==> config.mk <==
export PLATFORM = sky130hd
export DESIGN_NAME = name_to_id_register_lookup
export DESIGN_NICKNAME = d
export VERILOG_FILES = /design/src/sv/ntid_pkg.sv /design/src/sv/name_to_id_register_lookup.sv
export SDC_FILE = /design/constraint.sdc
export NUM_CORES = 2
export LEC_CHECK = 0
export ABC_AREA = 1
export BUFFER_PORTS_ARGS = -buffer_cell sky130_fd_sc_hd__buf_2
export CELL_PAD_IN_SITES_DETAIL_PLACEMENT = 1
export CELL_PAD_IN_SITES_GLOBAL_PLACEMENT = 2
export CORE_MARGIN = 10
export CORE_UTILIZATION = 25
export CTS_CLUSTER_SIZE = 40
export DETAILED_ROUTE_END_ITERATION = 8
export PLACE_DENSITY_LB_ADDON = 0.1
export SYNTH_ARGS = -nofsm -noshare
export SYNTH_HDL_FRONTEND = slang
export SYNTH_MEMORY_MAX_BITS = 65536
export SYNTH_SLANG_ARGS = --single-unit
==> constraint.sdc <==
create_clock -name clk -period 9.5 [get_ports clk]
set_input_delay 1.425 -clock clk [delete_from_list [all_inputs] [get_ports clk]]
set_output_delay 1.425 -clock clk [all_outputs]
set_load 0.05 [all_outputs]
==> src/sv/ntid_pkg.sv <==
// Shared types, codes and key normalization for the name-to-id lookup table.
`default_nettype none

package ntid_pkg;

    localparam int MAX_ENTRIES_DEF = 64;
    localparam int NAME_BYTES_DEF  = 8;

    localparam logic [1:0] OP_REGISTER = 2'd0;
    localparam logic [1:0] OP_LOOKUP   = 2'd1;

    localparam logic [2:0] ST_OK        = 3'd0;
    localparam logic [2:0] ST_DUPLICATE = 3'd1;
    localparam logic [2:0] ST_NOT_FOUND = 3'd2;
    localparam logic [2:0] ST_INVALID   = 3'd3;
    localparam logic [2:0] ST_FULL      = 3'd4;

    typedef struct packed {
        logic [1:0]  operation;
        logic [63:0] name_key;
        logic [7:0]  caller_id;
    } req_t;

    typedef struct packed {
        logic [2:0] status;
        logic [7:0] found_id;
    } rsp_t;

    function automatic logic [63:0] normalize_key(input logic [63:0] key, input int name_bytes);
        logic [63:0] out;
        logic        alive;
        out   = '0;
        alive = 1'b1;
        for (int b = 0; b < 8; b++)
        begin
            if (b >= name_bytes || key[8*b +: 8] == 8'd0)
            begin
                alive = 1'b0;
            end
            if (alive)
            begin
                out[8*b +: 8] = key[8*b +: 8];
            end
        end
        return out;
    endfunction

endpackage

`default_nettype wire

==> src/sv/name_to_id_register_lookup.sv <==
// Name table: registers name keys with task ids and looks them up by linear search.
//
//   channel   signals                            handshake
//   request   req (operation, key, caller id)    accepted when start is high and busy is low
//   result    rsp (status, found_id)             valid for one cycle while done is high
//
// A request reads the stored entries one at a time through the single read port of the
// entry memory; an invalid operation is answered from idle and leaves busy low.
// Entries are read back to back; each compare is made in the cycle after its read.
// Reset clears the fill count but not the entry memory; entries at or above it are never read.
// The result must be taken in its cycle; busy drops as done is raised.
`default_nettype none

module name_to_id_register_lookup #(
    parameter int MAX_ENTRIES = ntid_pkg::MAX_ENTRIES_DEF,
    parameter int NAME_BYTES  = ntid_pkg::NAME_BYTES_DEF
) (
    input  wire logic          clk,
    input  wire logic          rst_n,
    input  wire logic          start,
    output logic               busy,
    input  wire ntid_pkg::req_t req,
    output logic               done,
    output ntid_pkg::rsp_t     rsp
);
    import ntid_pkg::*;

    localparam int IDX_W = (MAX_ENTRIES > 1) ? $clog2(MAX_ENTRIES) : 1;
    localparam int CNT_W = $clog2(MAX_ENTRIES + 1);

    typedef struct packed {
        logic [63:0] key;
        logic [7:0]  id;
    } entry_t;

    typedef enum logic [0:0] {
        S_IDLE,
        S_SCAN
    } state_t;

    entry_t mem [MAX_ENTRIES];

    state_t           state_reg;
    logic [CNT_W-1:0] count_reg;
    logic [CNT_W-1:0] issue_idx_reg;
    logic             rd_valid_reg;
    logic             rd_last_reg;
    entry_t           rd_data_reg;
    logic [1:0]       op_reg;
    logic [63:0]      key_reg;
    logic [7:0]       id_reg;
    logic             done_reg;
    rsp_t             rsp_reg;

    logic             accept;
    logic             bad_op;
    logic             issue;
    logic             hit;
    logic             miss;
    logic             full;
    logic             wr_en;
    entry_t           wr_data;

    always_comb
    begin
        accept  = start && (state_reg == S_IDLE);
        bad_op  = (req.operation != OP_REGISTER) && (req.operation != OP_LOOKUP);
        issue   = (state_reg == S_SCAN) && (issue_idx_reg < count_reg);
        hit     = (state_reg == S_SCAN) && rd_valid_reg && (rd_data_reg.key == key_reg);
        miss    = (state_reg == S_SCAN) && !hit
                  && ((count_reg == '0) || (rd_valid_reg && rd_last_reg));
        full    = (count_reg == CNT_W'(MAX_ENTRIES));
        wr_en   = miss && (op_reg == OP_REGISTER) && !full;
        wr_data = '{key: key_reg, id: id_reg};
    end

    always_ff @(posedge clk)
    begin
        if (wr_en)
        begin
            mem[count_reg[IDX_W-1:0]] <= wr_data;
        end
        if (issue)
        begin
            rd_data_reg <= mem[issue_idx_reg[IDX_W-1:0]];
        end
    end

    always_ff @(posedge clk or negedge rst_n)
    begin
        if (!rst_n)
        begin
            state_reg     <= S_IDLE;
            count_reg     <= '0;
            issue_idx_reg <= '0;
            rd_valid_reg  <= 1'b0;
            rd_last_reg   <= 1'b0;
            op_reg        <= OP_REGISTER;
            key_reg       <= '0;
            id_reg        <= '0;
            done_reg      <= 1'b0;
            rsp_reg       <= '{status: ST_OK, found_id: 8'd0};
        end
        else
        begin
            done_reg <= (accept && bad_op) || hit || miss;
            unique case (state_reg)
                S_IDLE:
                begin
                    if (accept)
                    begin
                        op_reg        <= req.operation;
                        key_reg       <= normalize_key(req.name_key, NAME_BYTES);
                        id_reg        <= req.caller_id;
                        issue_idx_reg <= '0;
                        rd_valid_reg  <= 1'b0;
                        if (!bad_op)
                        begin
                            state_reg <= S_SCAN;
                        end
                        else
                        begin
                            rsp_reg  <= '{status: ST_INVALID, found_id: 8'd0};
                        end
                    end
                end
                S_SCAN:
                begin
                    rd_valid_reg <= issue && !hit;
                    rd_last_reg  <= (issue_idx_reg == count_reg - CNT_W'(1));
                    if (issue)
                    begin
                        issue_idx_reg <= issue_idx_reg + CNT_W'(1);
                    end
                    if (hit)
                    begin
                        state_reg    <= S_IDLE;
                        if (op_reg == OP_REGISTER)
                        begin
                            rsp_reg <= '{status: ST_DUPLICATE, found_id: 8'd0};
                        end
                        else
                        begin
                            rsp_reg <= '{status: ST_OK, found_id: rd_data_reg.id};
                        end
                    end
                    else if (miss)
                    begin
                        state_reg    <= S_IDLE;
                        if (op_reg == OP_REGISTER)
                        begin
                            if (full)
                            begin
                                rsp_reg <= '{status: ST_FULL, found_id: 8'd0};
                            end
                            else
                            begin
                                count_reg <= count_reg + CNT_W'(1);
                                rsp_reg   <= '{status: ST_OK, found_id: 8'd0};
                            end
                        end
                        else
                        begin
                            rsp_reg <= '{status: ST_NOT_FOUND, found_id: 8'd0};
                        end
                    end
                end
                default:
                begin
                    state_reg <= S_IDLE;
                end
            endcase
        end
    end

    assign busy = (state_reg != S_IDLE);
    assign done = done_reg;
    assign rsp  = rsp_reg;

endmodule

`default_nettype wire
==> key figures <==
Run status
  • Status: finished clean

Global route
  • Gr usage total: 20.2%
  • Grt total ovfl: 0
  • Pin count of the biggest net entering global routing: 165
  • Initial antenna violation count: 99
  • First-pass GRT wire length: 1120 mm
  • Vias in the first global route: 128k

Die
  • Die W: 884 um
  • Die H: 884 um
  • Initial Util: 25.1%
  • # IOs: 90
  • CORE AREA: 0.745 mm^2
  • Die area: 0.782 mm^2
  • Std cell rows: 317

Route
  • Vias per std cell: 5.12
  • Initial DRC count: 12.5k
  • Routed Wire Length: 822 mm
  • 1st-pass router iterations: 5
  • Total number of vias: 124k
  • ANT nets after route: 0
  • Remaining DRCs: 0
  • WL/cell: 33.9 um

Clock tree
  • Worst-path clk slew: 0.07 ns
  • Worst-skew pair later-pin latency: 1.12 ns
  • CTS tree: yes
  • H-tree levels: 6
  • CTS resizes: 0
  • Cts hold-fix bufs: 0
  • Post-CTS setup buffer count: 0
  • CTS Buffer Depth: 4
  • CTS root buf: clkbuf_16
  • Num CTS Buffers: 583
  • Clk sinks: 4783

Final layout
  • Nets: 14.0k
  • Commonest non-fill, non-tap cells in the layout: 4680 x edfxtp_1, 2405 x nor2_1, 2079 x o21ai_0
  • Area grow syn2layout: 16.6%
  • Largest register FFs: 4608
  • Finished Layout Cells: 24.3k
  • Commonest non-fill, non-tap cell in the layout: edfxtp_1
  • Share of cells above drive strength 1: 9.66%

Synth
  • Async SR Flop Fraction: 2.15%
  • Register area share after synthesis: 76.6%
  • Largest family of logic cells by synthesized area: compound AO/OA/AOI/OAI gates
  • Synth Register Bits: 4783
  • Ys flop type: edfxtp_1
  • Yosys warns: 0
  • Compound-Gate Fraction of Synth Area: 12.1%
  • Mapped Nets: 13.9k
  • Syn_area_per_cell: 13.5 um^2
  • Simple-gate portion of the synthesized area: 8.52%
  • Mapped Area: 0.187 mm^2
  • Yosys top cell area share: 75.2%
  • Post-synth EDFFs: 4680
  • Post-synth top area cell: edfxtp_1
  • Synth top area cells: edfxtp_1 75%, o21ai_0 5.6%, nor2_1 5.0%
  • Post-Synth XOR/XNOR Area: 0.131%
  • Synth cell types: 39
  • Post-Syn Instances: 13.9k
  • Adder-Cell Fraction of Synth Area: 0.0670%
  • Post-synthesis mux area share: 0%

Critical path
  • CP startpoint kind: register
  • WP data required: 10.21 ns
  • Setup Crit Path Kind: register to register
  • FF-to-FF Start: key_reg[5]
  • Worst R2R Setup Slack: 3.41 ns
  • R2r worst-path depth: 12
  • Worst EP arrival: 6.79 ns
  • R2r endpoint: mem[5][6]
  • Crit-path max FO: 34
  • Endpoint class of the critical path: register

STA
  • Final hold vios: 0
  • Total negative slack: 0 ns
  • Final min period: 6.09 ns
  • Max-slew headroom: 12.7%
  • RSZ-0062 raised after global routing: no
  • Pins Over Slew Limit: 0
  • Measured slew at the worst slew-check pin: 1.31 ns
  • Achievable Freq: 164 MHz
  • Hold_ws: 0.346 ns
  • Part of the cycle the worst path needs: 64.1%
  • Clock skew: 0.0831 ns
  • Setup violators final: 0

Placement
  • DP HPWL: 463 mm
  • DP Cell Count: 23.2k
  • Routability cong.: 0.814
  • I/O Buffers: 89

Power and ir drop
  • Power Density: 312 mW/mm^2
  • Worst IR Drop VDD: 0.252 mV
  • LEAKAGE: 68.5 nW

Worst hold path
  • Hold Crit Class: input pin to async pin

Run
  • Max Cap Viol: 0
==> synthesized netlist by cell type (6+ instances only) <==
library cell and n:
edfxtp_1 4680, nor2_1 2466, o21ai_0 2080, nand2_1 718
o22ai_1 701, nand3_1 696, clkbuf_1 626, o221ai_1 467
buf_2 306, a21oi_1 294, o21ai_1 269, inv_1 146
o211ai_1 109, dfrtp_1 103, buf_1 39, nand4_1 31
buf_4 17, nor3_1 17, xnor2_1 14, xor2_1 14
nor4_1 13, ha_1 10, buf_6 6, inv_2 6
==> how the worst max path moves through the flow <==
stage	from	to	slack, ns	cells after the start
3_3_place_gp	key_reg[48]	mem[5][22]	3.28	13
6_report	key_reg[5]	mem[5][6]	3.41	12
3_5_place_dp	key_reg[5]	mem[5][0]	3.27	12
4_1_cts	key_reg[5]	mem[5][6]	3.24	12
2_1_floorplan	key_reg[53]	mem[0][0]	1.88	10
5_1_grt	key_reg[48]	mem[5][8]	3.09	13
==> worst max-delay path, stage by stage, from the launching register on <==
cell,delay (ns)
dfrtp_2,0.71
buf_4,0.56
nand2_1,0.24
nand4_1,0.15
nor2_1,0.07
nand2_1,0.08
nor2_1,0.07
nand3_1,0.28
nand3_1,0.17
nor2_2,0.54
nand3_1,0.83
nor2_4,1.14
buf_4,0.67
==> stage by stage <==
step	cell area, um^2	utilization (%)	total power [mW]	setup slack [ns]
2_1_floorplan	187000	-	37.2	1.88
3_3_place_gp	200000	26.8	46.8	3.28
6_report	218000	29.3	67.9	3.41
3_5_place_dp	200000	26.8	47.1	3.27
4_1_cts	218000	29.2	68.9	3.24
5_1_grt	218000	29.2	70.9	3.09
==> power breakdown <==
| part | internal (mW) | switching [mW] |
|---|---|---|
| Sequential | 26.7 | 2.34 |
| Combinational | 3.56 | 13.6 |
| Clock | 12.5 | 9.16 |
| Total | 42.8 | 25.1 |
==> kinds of logic after synthesis <==
logic type | count (synthesis)
DFF | 4783
and+or+nand+nor | 3958
AOI/OAI and AO/OA | 3925
buffers and inverters | 1154
xor gates and xnor gates | 28
adders and majority gates | 10
==> layer usage <==
metal	vias to the layer above	track usage, %	part of all wire, %
li1	52482	-	-
met1	67387	29.2	47
met2	3502	32.2	45
met3	904	2.75	5.1
met4	8	4.55	2.4
met5	-	0	0.0056
==> cell type report <==
| cell class | count | area (um^2) |
|---|---|---|
| antenna | 25 | 62.6 |
| clock buffer | 751 | 15700 |
| clock inverter | 282 | 2410 |
| fill | 78867 | 527000 |
| inverter | 156 | 643 |
| multi-input combinational | 7921 | 39300 |
| sequential | 4783 | 143000 |
| tap | 9889 | 12400 |
| timing repair buffer | 449 | 3970 |
Power figures use the tool's default switching activity.
